### src/rtl/core/imab_pkg.sv
// ============================================================================
// imab_pkg - shared types and tables of the IMA ADPCM block decoder
// Step size table, index adjust table, register indexes and decoder state.
// ============================================================================
package imab_pkg;

  // configuration register indexes
  localparam int CFG_INDEX_W = 2;
  localparam logic [CFG_INDEX_W-1:0] REG_BYTE_ORDER = 2'd0;
  localparam logic [CFG_INDEX_W-1:0] REG_OUT_OFFSET = 2'd1;
  localparam logic [CFG_INDEX_W-1:0] REG_OUT_SKIP   = 2'd2;

  localparam int STEP_W  = 15;
  localparam int INDEX_W = 7;
  localparam logic [INDEX_W-1:0] INDEX_MAX = 7'd88;

  localparam logic [STEP_W-1:0] STEP_TABLE [89] = '{
    15'd7,     15'd8,     15'd9,     15'd10,    15'd11,    15'd12,    15'd13,    15'd14,
    15'd16,    15'd17,    15'd19,    15'd21,    15'd23,    15'd25,    15'd28,    15'd31,
    15'd34,    15'd37,    15'd41,    15'd45,    15'd50,    15'd55,    15'd60,    15'd66,
    15'd73,    15'd80,    15'd88,    15'd97,    15'd107,   15'd118,   15'd130,   15'd143,
    15'd157,   15'd173,   15'd190,   15'd209,   15'd230,   15'd253,   15'd279,   15'd307,
    15'd337,   15'd371,   15'd408,   15'd449,   15'd494,   15'd544,   15'd598,   15'd658,
    15'd724,   15'd796,   15'd876,   15'd963,   15'd1060,  15'd1166,  15'd1282,  15'd1411,
    15'd1552,  15'd1707,  15'd1878,  15'd2066,  15'd2272,  15'd2499,  15'd2749,  15'd3024,
    15'd3327,  15'd3660,  15'd4026,  15'd4428,  15'd4871,  15'd5358,  15'd5894,  15'd6484,
    15'd7132,  15'd7845,  15'd8630,  15'd9493,  15'd10442, 15'd11487, 15'd12635, 15'd13899,
    15'd15289, 15'd16818, 15'd18500, 15'd20350, 15'd22385, 15'd24623, 15'd27086, 15'd29794,
    15'd32767
  };

  // predictor and step index that one code moves forward
  typedef struct packed {
    logic signed [15:0]  predictor;
    logic [INDEX_W-1:0]  step_index;
  } imab_dec_state_t;

  function automatic logic [STEP_W-1:0] step_lookup(input logic [INDEX_W-1:0] idx);
    logic [INDEX_W-1:0] clamped;
    clamped = (idx > INDEX_MAX) ? INDEX_MAX : idx;
    return STEP_TABLE[clamped];
  endfunction

  function automatic logic signed [4:0] index_adjust(input logic [2:0] mag);
    logic signed [4:0] adj;
    unique case (mag)
      3'd4:    adj = 5'sd2;
      3'd5:    adj = 5'sd4;
      3'd6:    adj = 5'sd6;
      3'd7:    adj = 5'sd8;
      default: adj = -5'sd1;
    endcase
    return adj;
  endfunction

endpackage

### src/rtl/core/imab_if.sv
// ============================================================================
// imab_if - stream channels of the IMA ADPCM block decoder
// Byte channel into the decoder and sample channel out of it.
// ============================================================================
interface imab_byte_if;
  logic       valid;
  logic       ready;
  logic [7:0] stream_byte;

  modport source (output valid, output stream_byte, input ready);
  modport sink   (input valid, input stream_byte, output ready);
endinterface

interface imab_sample_if;
  logic               valid;
  logic               ready;
  logic signed [15:0] sample;
  logic [31:0]        dest_index;
  logic               last;

  modport source (output valid, output sample, output dest_index, output last, input ready);
  modport sink   (input valid, input sample, input dest_index, input last, output ready);
endinterface

### src/rtl/core/imab_nib_dec.sv
// ============================================================================
// imab_nib_dec - one IMA ADPCM code step
// Adds or subtracts the scaled step, saturates, and moves the step index.
// ============================================================================
module imab_nib_dec (
  input  imab_pkg::imab_dec_state_t cur,
  input  logic [3:0]                code,
  output imab_pkg::imab_dec_state_t nxt
);
  import imab_pkg::*;

  logic [STEP_W-1:0]  step;
  logic [16:0]        diff;
  logic signed [17:0] sum;
  logic signed [8:0]  idx_sum;

  always_comb begin
    step = step_lookup(cur.step_index);
    diff = 17'(step >> 3);
    if (code[0]) diff = diff + 17'(step >> 2);
    if (code[1]) diff = diff + 17'(step >> 1);
    if (code[2]) diff = diff + 17'(step);
    if (code[3]) sum = 18'(cur.predictor) - signed'({1'b0, diff});
    else         sum = 18'(cur.predictor) + signed'({1'b0, diff});
    // saturate to signed 16 bits
    if (sum > 18'sd32767)       nxt.predictor = 16'sh7FFF;
    else if (sum < -18'sd32768) nxt.predictor = 16'sh8000;
    else                        nxt.predictor = sum[15:0];

    idx_sum = signed'({2'b00, cur.step_index}) + 9'(index_adjust(code[2:0]));
    if (idx_sum < 9'sd0)                         nxt.step_index = '0;
    else if (idx_sum > signed'({2'b00, INDEX_MAX})) nxt.step_index = INDEX_MAX;
    else                                         nxt.step_index = idx_sum[INDEX_W-1:0];
  end

endmodule

### src/rtl/core/ima_adpcm_block_decoder.sv
// ============================================================================
// ima_adpcm_block_decoder - IMA ADPCM container decoder, one byte per item
// Parses the container and block headers and decodes 4-bit codes to PCM.
// ============================================================================
// A byte accepted on the stream channel lands in a work register. Header
// bytes are absorbed and give no sample; the pad byte of a block header
// gives the initial sample; a code byte gives its low-nibble sample first
// and, unless the block ends there, its high-nibble sample after it. One
// IMA step unit is shared by both nibbles, so a code byte stays in the
// work register until both its samples are out. While code bytes flow and
// the pcm sink is ready, the pcm channel carries one sample a cycle. Every
// sample passes through one output register; the work register keeps
// moving while the pcm sink is ready or the output register is empty. The
// input ready follows the output ready combinationally. Configuration is
// written through cfg_wr_en/cfg_index/cfg_data while the block is idle; a
// write of out_offset before the first stream byte also sets the first
// destination. Bytes after the last block are accepted and dropped.
// ============================================================================
module ima_adpcm_block_decoder (
  input  logic                          clk,
  input  logic                          rst,
  input  logic                          cfg_wr_en,
  input  logic [imab_pkg::CFG_INDEX_W-1:0] cfg_index,
  input  logic                          cfg_data,
  imab_byte_if.sink                     stream,
  imab_sample_if.source                 pcm
);
  import imab_pkg::*;

  // configuration
  logic byte_order, out_skip;

  // container and block bookkeeping
  logic [3:0]         header_count,       header_count_next;
  logic [31:0]        assembly_shift,     assembly_shift_next;
  logic [15:0]        block_size_samples, block_size_samples_next;
  logic [31:0]        block_total,        block_total_next;
  logic [31:0]        blocks_done,        blocks_done_next;
  logic [15:0]        sample_in_block,    sample_in_block_next;
  logic [1:0]         block_header_count, block_header_count_next;
  logic signed [15:0] predictor,          predictor_next;
  logic [INDEX_W-1:0] step_index,         step_index_next;
  logic [3:0]         pending_nibble,     pending_nibble_next;
  logic [31:0]        dest_counter,       dest_counter_next;
  logic               stream_done,        stream_done_next;

  // work register: the byte being worked on and which nibble is due
  logic       work_valid;
  logic [7:0] work_byte;
  logic       work_phase, work_phase_next;

  // output register
  logic               out_valid;
  logic signed [15:0] out_sample;
  logic [31:0]        out_dest;
  logic               out_last;

  logic               out_free, fire, done, emit, accept;
  logic signed [15:0] emit_sample;
  logic               emit_last;
  logic [31:0]        shift_taken;
  logic [16:0]        sib_inc;
  logic               block_end, final_sample;
  imab_dec_state_t    dec_cur, dec_nxt;
  logic [3:0]         dec_code;

  function automatic logic [15:0] assembled16(input logic order, input logic [31:0] x);
    return order ? x[15:0] : x[31:16];
  endfunction

  assign out_free = !out_valid || pcm.ready;
  assign fire     = work_valid && out_free;
  assign accept   = stream.valid && stream.ready;
  assign stream.ready = !work_valid || done;

  // shared code step: low nibble first, then the held high nibble
  assign dec_cur.predictor  = predictor;
  assign dec_cur.step_index = step_index;
  assign dec_code = work_phase ? pending_nibble : work_byte[3:0];

  imab_nib_dec u_nib_dec (
    .cur  (dec_cur),
    .code (dec_code),
    .nxt  (dec_nxt)
  );

  // next byte shifted into the field assembly register
  assign shift_taken = byte_order ? {assembly_shift[23:0], work_byte}
                                  : {work_byte, assembly_shift[31:8]};

  // end of block and end of stream for a sample emitted now
  assign sib_inc      = {1'b0, sample_in_block} + 17'd1;
  assign block_end    = sib_inc >= {1'b0, block_size_samples};
  assign final_sample = block_end && (blocks_done + 32'd1 == block_total);

  always_comb begin
    header_count_next       = header_count;
    assembly_shift_next     = assembly_shift;
    block_size_samples_next = block_size_samples;
    block_total_next        = block_total;
    blocks_done_next        = blocks_done;
    sample_in_block_next    = sample_in_block;
    block_header_count_next = block_header_count;
    predictor_next          = predictor;
    step_index_next         = step_index;
    pending_nibble_next     = pending_nibble;
    dest_counter_next       = dest_counter;
    stream_done_next        = stream_done;
    work_phase_next         = work_phase;
    done                    = 1'b0;
    emit                    = 1'b0;
    emit_sample             = dec_nxt.predictor;
    emit_last               = final_sample;

    if (fire) begin
      if (work_phase) begin
        // high nibble of a code byte
        predictor_next  = dec_nxt.predictor;
        step_index_next = dec_nxt.step_index;
        emit = 1'b1;
        done = 1'b1;
      end else if (stream_done) begin
        // trailing bytes are dropped
        done = 1'b1;
      end else if (header_count < 4'd8) begin
        // container header
        assembly_shift_next = shift_taken;
        header_count_next   = header_count + 4'd1;
        if (header_count == 4'd3)
          block_size_samples_next = assembled16(byte_order, shift_taken);
        if (header_count == 4'd7) begin
          block_total_next = shift_taken;
          if (block_size_samples == 16'd0 || shift_taken == 32'd0)
            stream_done_next = 1'b1;
        end
        done = 1'b1;
      end else if (sample_in_block == 16'd0) begin
        // block header
        done = 1'b1;
        if (block_header_count < 2'd2) begin
          assembly_shift_next     = shift_taken;
          block_header_count_next = block_header_count + 2'd1;
        end else if (block_header_count == 2'd2) begin
          step_index_next = (work_byte > 8'(INDEX_MAX)) ? INDEX_MAX
                                                        : work_byte[INDEX_W-1:0];
          block_header_count_next = 2'd3;
        end else begin
          // pad byte: the initial sample goes out
          predictor_next          = signed'(assembled16(byte_order, assembly_shift));
          emit_sample             = signed'(assembled16(byte_order, assembly_shift));
          block_header_count_next = 2'd0;
          emit = 1'b1;
        end
      end else begin
        // low nibble of a code byte
        predictor_next      = dec_nxt.predictor;
        step_index_next     = dec_nxt.step_index;
        pending_nibble_next = work_byte[7:4];
        emit = 1'b1;
        if (block_end) done = 1'b1;
        else           work_phase_next = 1'b1;
      end
    end

    if (done) work_phase_next = 1'b0;

    // per-sample bookkeeping
    if (emit) begin
      dest_counter_next = dest_counter + (out_skip ? 32'd2 : 32'd1);
      if (block_end) begin
        sample_in_block_next    = '0;
        block_header_count_next = '0;
        blocks_done_next        = blocks_done + 32'd1;
        if (final_sample) stream_done_next = 1'b1;
      end else begin
        sample_in_block_next = sib_inc[15:0];
      end
    end

    // out_offset written before the first stream byte sets the first slot
    if (cfg_wr_en && cfg_index == REG_OUT_OFFSET && header_count == 4'd0)
      dest_counter_next = {31'd0, cfg_data};
  end

  always_ff @(posedge clk) begin
    if (rst) begin
      byte_order         <= 1'b0;
      out_skip           <= 1'b0;
      header_count       <= '0;
      assembly_shift     <= '0;
      block_size_samples <= '0;
      block_total        <= '0;
      blocks_done        <= '0;
      sample_in_block    <= '0;
      block_header_count <= '0;
      predictor          <= '0;
      step_index         <= '0;
      pending_nibble     <= '0;
      dest_counter       <= '0;
      stream_done        <= 1'b0;
      work_valid         <= 1'b0;
      work_phase         <= 1'b0;
      out_valid          <= 1'b0;
    end else begin
      header_count       <= header_count_next;
      assembly_shift     <= assembly_shift_next;
      block_size_samples <= block_size_samples_next;
      block_total        <= block_total_next;
      blocks_done        <= blocks_done_next;
      sample_in_block    <= sample_in_block_next;
      block_header_count <= block_header_count_next;
      predictor          <= predictor_next;
      step_index         <= step_index_next;
      pending_nibble     <= pending_nibble_next;
      dest_counter       <= dest_counter_next;
      stream_done        <= stream_done_next;
      work_phase         <= work_phase_next;

      // configuration writes must arrive only while idle (the block does not
      // enforce it); out_offset only acts on the first destination slot above
      if (cfg_wr_en) begin
        unique case (cfg_index)
          REG_BYTE_ORDER: byte_order <= cfg_data;
          REG_OUT_SKIP:   out_skip <= cfg_data;
          default: ;
        endcase
      end

      if (accept)    work_valid <= 1'b1;
      else if (done) work_valid <= 1'b0;

      if (emit)           out_valid <= 1'b1;
      else if (pcm.ready) out_valid <= 1'b0;
    end
  end

  // payload registers
  always_ff @(posedge clk) begin
    if (accept) work_byte <= stream.stream_byte;
    if (emit) begin
      out_sample <= emit_sample;
      out_dest   <= dest_counter;
      out_last   <= emit_last;
    end
  end

  assign pcm.valid      = out_valid;
  assign pcm.sample     = out_sample;
  assign pcm.dest_index = out_dest;
  assign pcm.last       = out_last;

endmodule
### src/flat_wrapper.sv
// flat-port wrapper written by rule: the top's interface ports become plain ports
module ima_adpcm_block_decoder_flat import imab_pkg::*;
  (clk, rst, cfg_wr_en, cfg_index, cfg_data, stream_valid, stream_stream_byte, stream_ready, pcm_valid, pcm_sample, pcm_dest_index, pcm_last, pcm_ready);
  imab_byte_if stream_i ();
  imab_sample_if pcm_i ();
  input  logic clk;
  input  logic rst;
  input  logic cfg_wr_en;
  input  logic [imab_pkg::CFG_INDEX_W-1:0] cfg_index;
  input  logic cfg_data;
  input wire logic [$bits(stream_i.valid)-1:0] stream_valid;
  input wire logic [$bits(stream_i.stream_byte)-1:0] stream_stream_byte;
  output wire logic [$bits(stream_i.ready)-1:0] stream_ready;
  output wire logic [$bits(pcm_i.valid)-1:0] pcm_valid;
  output wire logic [$bits(pcm_i.sample)-1:0] pcm_sample;
  output wire logic [$bits(pcm_i.dest_index)-1:0] pcm_dest_index;
  output wire logic [$bits(pcm_i.last)-1:0] pcm_last;
  input wire logic [$bits(pcm_i.ready)-1:0] pcm_ready;
  assign stream_i.valid = stream_valid;
  assign stream_i.stream_byte = stream_stream_byte;
  assign stream_ready = stream_i.ready;
  assign pcm_valid = pcm_i.valid;
  assign pcm_sample = pcm_i.sample;
  assign pcm_dest_index = pcm_i.dest_index;
  assign pcm_last = pcm_i.last;
  assign pcm_i.ready = pcm_ready;
  ima_adpcm_block_decoder u_core (.clk(clk), .rst(rst), .cfg_wr_en(cfg_wr_en), .cfg_index(cfg_index), .cfg_data(cfg_data), .stream(stream_i), .pcm(pcm_i));
endmodule
### config.mk
export PLATFORM = sky130hd
export DESIGN_NAME = ima_adpcm_block_decoder_flat
export DESIGN_NICKNAME = d
export VERILOG_FILES = /design/src/rtl/core/imab_pkg.sv /design/src/rtl/core/imab_if.sv /design/src/rtl/core/imab_nib_dec.sv /design/src/rtl/core/ima_adpcm_block_decoder.sv /design/src/flat_wrapper.sv
export SDC_FILE = /design/constraint.sdc
export NUM_CORES = 1
export LEC_CHECK = 0
export BUFFER_PORTS_ARGS = -buffer_cell sky130_fd_sc_hd__buf_2
export CAP_MARGIN = 20
export CORE_MARGIN = 5
export CORE_UTILIZATION = 35
export CTS_CLUSTER_DIAMETER = 50
export DETAILED_ROUTE_END_ITERATION = 7
export HOLD_SLACK_MARGIN = 0.06
export SLEW_MARGIN = 15
export SYNTH_ARGS = -nofsm -noshare
export SYNTH_HDL_FRONTEND = slang
export SYNTH_SLANG_ARGS = --single-unit
### constraint.sdc
create_clock -name clk -period 9.4 [get_ports clk]
set_input_delay 0.47 -clock clk [delete_from_list [all_inputs] [get_ports clk]]
set_output_delay 0.47 -clock clk [all_outputs]
set_load 0.05 [all_outputs]
Yosys cells after proc, flatten, opt, wreduce, memory -nomap -nowiden
Memories as Yosys holds them, arrays and structs flattened.
Cells that the tools add are included.

word-level totals
  memories kept = 1
  word-level logic and storage cells = 179
  output and inout port bits = 51
  ROM bits = 1920
  bits of input ports = 16
  bits in registers = 256

cells by class
  reduce and logical (&&, ||, !) cells = 32
  order comparisons = 10
  bitwise gates (word level) = 5
  $add $sub $neg = 11
  equal/unequal tests = 15
  multiplexer cells = 83

memories
  name             words  width  rd ports  clocked after Yosys merged registers in  write ports  RTL line        text
  (no name shown)  128    15     1         0                                        0            imab_pkg.sv:41  return STEP_TABLE[clamped];

operator list
  operator                                                      count
  2-to-1 mux 16 bit                                             18
  2-to-1 mux 32 bit                                             4
  2-to-1 mux 7 bit                                              10
  2-to-1 mux 17 bit                                             3
  2-to-1 mux 1 bit                                              33
  adder 32 x 1 -> 32 bit, second input constant                 1
  adder 32 x 2 -> 32 bit                                        1
  equality test 32 bit                                          1
  zero test 16 bit                                              2
  zero test 32 bit                                              1
  2-to-1 mux 15 bit                                             2
  AND reduction 5 bit                                           6
  2-to-1 mux 2 bit                                              10
  case mux 5 bit (4 select lines)                               1
  adder 16 x 18 -> 18 bit                                       1
  > comparator 18 x 16 -> 1 bit, second input constant          1
  less-than comparator 18 x 16 -> 1 bit, second input constant  1
  2-to-1 mux 18 bit                                             1
  subtractor 16 x 18 -> 18 bit                                  1
  adder 16 x 1 -> 17 bit, second input constant                 1
  adder 17 x 14 -> 17 bit                                       1
  adder 17 x 15 -> 17 bit                                       1
  >= comparator 17 x 16 -> 1 bit                                1
  adder 12 x 13 -> 14 bit                                       1
  30 further kinds                                              53

Depth between registers and ports, before layout
  word-level depth = 24
  depth in mapped cells = 54

Hierarchy
A second synthesis with hierarchy kept.

second synthesis, totals
  cell total of the unflattened synthesis = 2303
  area, all modules = 18811.8 um2

modules (own cells, without submodules)
  module                   area an instance (um2)  times used  cells each
  ima_adpcm_block_decoder  12399.4                 1           1352
  imab_nib_dec             6412.4                  1           951

Worst setup path before layout
OpenSTA, ideal clock, no wires.

  path kind = reg2reg
  from = reg u_core.step_index[6]
  to = reg u_core.out_sample[6] (netlist: u_core.pcm.sample[6]) (data pin)
  data required time = 9.121 ns
  buffers on the path = 5
  library setup time = 0.279 ns
  stages on the path, launching flop included = 48
  data arrival time = 9.832 ns
  path slack = -0.712 ns
  cell sequence = dfxtp_1 buf_2 buf_2 clkbuf_1 nand2_1 nand2_1 inv_1 ha_1 clkbuf_1 mux2_2 a32oi_1 a221oi_1 o211ai_1 nand2_1 ha_1 fa_1 a21o_1 a22oi_1 [... 12 more ...] or3_1 mux2i_1 nor3_1 a41oi_1 o2111a_1 a31oi_1 xor2_1 ha_1 nor2b_1 o21ai_0 nand2b_1 a221o_1 xor2_1 inv_1 xnor2_2 a21oi_2 buf_4 a22oi_1

on the way
  cells in the longest elaborated chain, start to end = 24
  elaborated cells between the ends (all ways) = 26
  those cells by class = add/sub: 5; order compare: 3; mux: 16; bitwise: 1; memory: 1

ends and longest elaborated chain
  item                                                      RTL line                        text
  start: declaration                                        ima_adpcm_block_decoder.sv:42   logic [INDEX_W-1:0] step_index, step_index_next;
  start signal: assignment                                  ima_adpcm_block_decoder.sv:213  step_index <= step_index_next;
  > comparator 7 bit                                        imab_pkg.sv:40                  clamped = (idx > INDEX_MAX) ? INDEX_MAX : idx;
  2-to-1 mux 7 bit (*)                                      imab_pkg.sv:40
  inverter 7 -> 8 bit (implied by the code) (*)             imab_pkg.sv:41
  memory (128 x 15 bit) (*)                                 --
  2-to-1 mux 15 bit (implied by the code) (*) (2 in a row)  imab_pkg.sv:41
  adder 12 x 13 -> 14 bit                                   imab_nib_dec.sv:20              if (code[0]) diff = diff + 17'(step >> 2);
  2-to-1 mux 17 bit                                         imab_nib_dec.sv:20
  adder 17 x 14 -> 17 bit                                   imab_nib_dec.sv:21              if (code[1]) diff = diff + 17'(step >> 1);
  [... 8 more ...]                                          --
  2-to-1 mux 16 bit                                         ima_adpcm_block_decoder.sv:143  end else if (block_header_count == 2'd2) begin
  2-to-1 mux 16 bit                                         ima_adpcm_block_decoder.sv:140  if (block_header_count < 2'd2) begin
  2-to-1 mux 16 bit                                         ima_adpcm_block_decoder.sv:137  end else if (sample_in_block == 16'd0) begin
  2-to-1 mux 16 bit                                         ima_adpcm_block_decoder.sv:125  end else if (header_count < 4'd8) begin
  2-to-1 mux 16 bit                                         ima_adpcm_block_decoder.sv:122  end else if (stream_done) begin
  2-to-1 mux 16 bit                                         ima_adpcm_block_decoder.sv:116  if (work_phase) begin
  2-to-1 mux 16 bit (*)                                     ima_adpcm_block_decoder.sv:115  if (fire) begin
  via u_core.emit_sample[6]                                 ima_adpcm_block_decoder.sv:59   logic signed [15:0] emit_sample;
  end signal: assignment                                    ima_adpcm_block_decoder.sv:241  out_sample <= emit_sample;
  end: declaration                                          ima_adpcm_block_decoder.sv:54   logic signed [15:0] out_sample;

The timed path passes the listed nets; every way through them passes the cells marked *. The select of a mux whose other input is x is not followed.
A chain may end at the register's enable or synchronous reset.

Final worst setup path
  from = reg u_core.step_index[4]
  to = reg u_core.out_sample[10] (netlist: u_core.pcm.sample[10]) (data pin)

Same word-level chain as after synthesis.

==> implementation parameters <==
Parameter                              Value

Job
  Maximum capacitance violations ... 0

Synth
  Mean post-synth cell area ... 8.11 um2
  Top cell type's share of synthesized area ... 0.215
  Cell Area, Synth ... 0.0186 mm2
  Leading cell types by count after synthesis ... nor2_1 (268), dfxtp_1 (199), nand2_1 (177), a21oi_1 (163), a211oi_1 (126)
  Count of state elements after synthesis ... 256
  Post-Syn Nets ... 2,417
  Most used flip-flop cell after synthesis ... dfxtp_1
  Cell accounting for the most synthesized area ... dfxtp_1
  Cell types with the largest area share after synthesis ... dfxtp_1 (21%), edfxtp_1 (9.2%), ha_1 (7.1%)
  Synthesis warning total ... 0
  Share of the yosys chip area belonging to registers ... 0.307
  Distinct cell type count of the synthesized netlist ... 95
  Library cell with the highest instance count after synthesis ... nor2_1
  Async S/R FF share, synth ... 0
  Post-synthesis cell count ... 2,289
  EDFF count, synth ... 57

Floorplan
  Floorplan die width ... 240 um
  Starting utilization of the core area ... 0.353
  Top-Level Pins ... 67
  Area of the core ... 0.0526 mm2
  # rows ... 84
  Die Footprint ... 0.0577 mm2
  Die H ... 240 um

Setup path
  Longest individual stage delay on the worst path ... 0.59 ns
  Reg-to-reg slack, setup ... 0.28 ns
  Top fanout value on the critical path ... 7
  Critical path required time ... 9.67 ns
  Slowest cell on crit path ... fa_2
  Type of the worst setup path ... flop to flop
  Length in cells of the worst reg-to-reg path ... 43
  Cell type with the highest occurrence count on the critical path ... ha_1
  Nature of the critical path startpoint ... flop
  Crit Reg-Reg Endpoint ... u_core.pcm.sample[10]
  Launch point of the critical path ... u_core.step_index[4]
  Data arrival time at the worst-slack endpoint ... 9.40 ns
  Nature of the critical path endpoint ... flop
  Capture point of the worst path ... u_core.pcm.sample[10]
  Reg2reg start ... u_core.step_index[4]

Route
  Remaining routing DRC violations ... 0
  Wirelength, routed ... 59.0 mm
  First-pass iteration count of the detailed router ... 5
  Antenna-violating nets left ... 0
  First DRT Iteration DRCs ... 1,362
  Vias per inst ... 5.63
  DR WL/cell ... 18.4 um
  Total vias in the final route ... 18,100

Outcome
  Outcome ... completed

Timing
  Setup TNS ... 0 ns
  Hold slack ... 0.0963 ns
  Final setup violation count ... 0
  Tightest Pin Transition ... 1.07 ns
  Headroom to the max-slew limit ... 0.285
  Final Hold Fails ... 0
  Final worst path period share ... 0.971
  Setup repair after global routing missed its margin ... true
  Clock period minus worst slack ... 9.12 ns
  Max Transition Viols Final ... 0
  Highest clock frequency the design can meet ... 110 MHz
  Maximum clock skew at final layout ... 0.0283 ns

Cells and area
  Diodes inserted ... 0
  Sequential cell area in the final layout ... 0.00570 mm2
  Multi-input gate area ... 0.0129 mm2
  Layout fillers ... 5,178
  Fraction of layout instances using a drive strength above 1 ... 0.220
  Number of nets in the layout ... 2,633
  Final Instance Count excl. Fillers ... 3,215
  Synth-to-layout area growth ... 24.4%

Min path
  Depth of the worst hold-timing path ... 1
  Type of the tightest min-delay check ... primary input to flop

Global routing
  Pin count of the biggest net entering global routing ... 80
  Antenna violations before repair ... 2
  First-pass GRT wire length ... 91.7 mm
  GRT Util Overall ... 0.192
  Grt total ovfl ... 0
  Vias in the first global route ... 17,000

CTS
  Number of sinks on the clock net ... 256
  CTS tree ... done
  Root Buffer Master ... clkbuf_16
  CTS Buf Count ... 28
  Hold buffer count at cts ... 0
  Clock transition at the register clock pins on the worst setup and hold paths after CTS ... 0.06 ns
  Clock network latency to the later pin of the worst-skew pair ... 0.57 ns
  Buffer levels on the longest clock path ... 3
  Total number of H-tree levels ... 1

Pwr
  Peak supply drop ... 129 uV
  Power per standard cell area ... 117 mW/mm2
  Static Leak ... 8.89 nW

Placement
  Placed cell count ... 3,131
  Detailed Place HPWL ... 42.9 mm
  RD Place Congestion ... 0.940
  Count of buffers from port buffering ... 66
[power by group]
part / switching [mW] / internal [mW] / total, mW
sequential: 0.0196 / 1.14 / 1.16
combinational: 0.216 / 0.151 / 0.367
clock: 0.469 / 0.705 / 1.17
[cell usage in the layout, fill, tap and decap left out, drive strengths merged, types with 76 or more instances in the layout]
cell type  count
buf          322
xnor2        108
dfxtp        199
nor2         268
a211oi       127
inv           77
a21oi        166
nand2        182
xor2          76
ha           106
nand3         98
o21ai        112
[metrics by stage]
step,setup WS (ns),area [um2],total power [mW],util
6_report,0.277,23100,2.70,0.439
3_5_place_dp,-0.424,21000,1.52,0.400
5_1_grt,-0.124,23100,2.80,0.439
3_3_place_gp,-0.490,21000,1.52,0.400
2_1_floorplan,0.00706,18600,1.40,-
4_1_cts,0.0225,22100,2.70,0.420
[cells by family (layout without fill, tap and decap cells)]
logic type | after synthesis | after routing | share of synthesized area
AOI/OAI and AO/OA | 648 | 648 | 0.237
xor gates and xnor gates | 184 | 184 | 0.0872
adders and majority gates | 112 | 112 | 0.0779
buffers and inverters | 215 | 453 | 0.0468
DFF | 256 | 256 | 0.307
muxes | 60 | 60 | 0.0339
and+or+nand+nor | 814 | 814 | 0.210
[routing by layer]
metal	global-route usage	part of all wire	up-vias
met5	0	0.00022	-
met4	0.0684	0.037	2
met3	0.0186	0.048	140
met2	0.325	0.47	512
met1	0.257	0.44	8646
li1	-	-	8815
[how the worst min path moves through the flow]
stage | startpoint | end | slack, ns
6_report | stream_stream_byte[4] | u_core.work_byte[4] | 0.1
4_1_cts | stream_stream_byte[4] | u_core.work_byte[4] | 0.07
3_5_place_dp | u_core.predictor[0] | u_core.predictor[0] | 0.44
5_1_grt | stream_stream_byte[6] | u_core.work_byte[6] | 0.08
2_1_floorplan | u_core.predictor[0] | u_core.predictor[0] | 0.43
3_3_place_gp | u_core.predictor[0] | u_core.predictor[0] | 0.44
[sequential cells by signal, indices dropped and copies added, names as in the netlist]
name,cells
u_core.dest_counter,32
u_core.pcm.sample,16
u_core.block_size_samples,16
u_core.pcm.dest_index,32
u_core.work_valid,1
u_core.header_count,4
u_core.pcm.valid,1
u_core.work_byte,8
u_core.step_index,7
u_core.block_header_count,2
u_core.byte_order,1
u_core.pcm.last,1
u_core.sample_in_block,16
u_core.out_skip,1
u_core.blocks_done,32
u_core.pending_nibble,4
u_core.predictor,16
u_core.work_phase,1
u_core.assembly_shift,32
u_core.block_total,32
u_core.stream_done,1
[critical path: cells and delay by family, from the launching register on]
kind / cells / cell delay, ns
flops: 1 / 0.34
compound gates: 17 / 3.38
xor+xnor: 4 / 0.60
simple gates: 9 / 1.34
buf+inv: 5 / 0.80
fa+ha+maj: 6 / 1.86
mux: 2 / 0.47
[final cells by class]
type | count | share of cell area
Multi-Input combinational cell | 1818 | 0.558
Sequential cell | 256 | 0.247
Timing Repair Buffer | 324 | 0.102
Clock inverter | 19 | 0.0109
Tap cell | 688 | 0.0373
Clock buffer | 33 | 0.0320
Inverter | 77 | 0.0128
[what timing repair did]
action	in CTS	in global routing
pin swaps	2	54
endpoints found under the setup margin	32	32
gates cloned	0	2
buffers inserted	2	28
gates resized for setup	8	163
No activity file was read; power rests on OpenSTA's default activity.
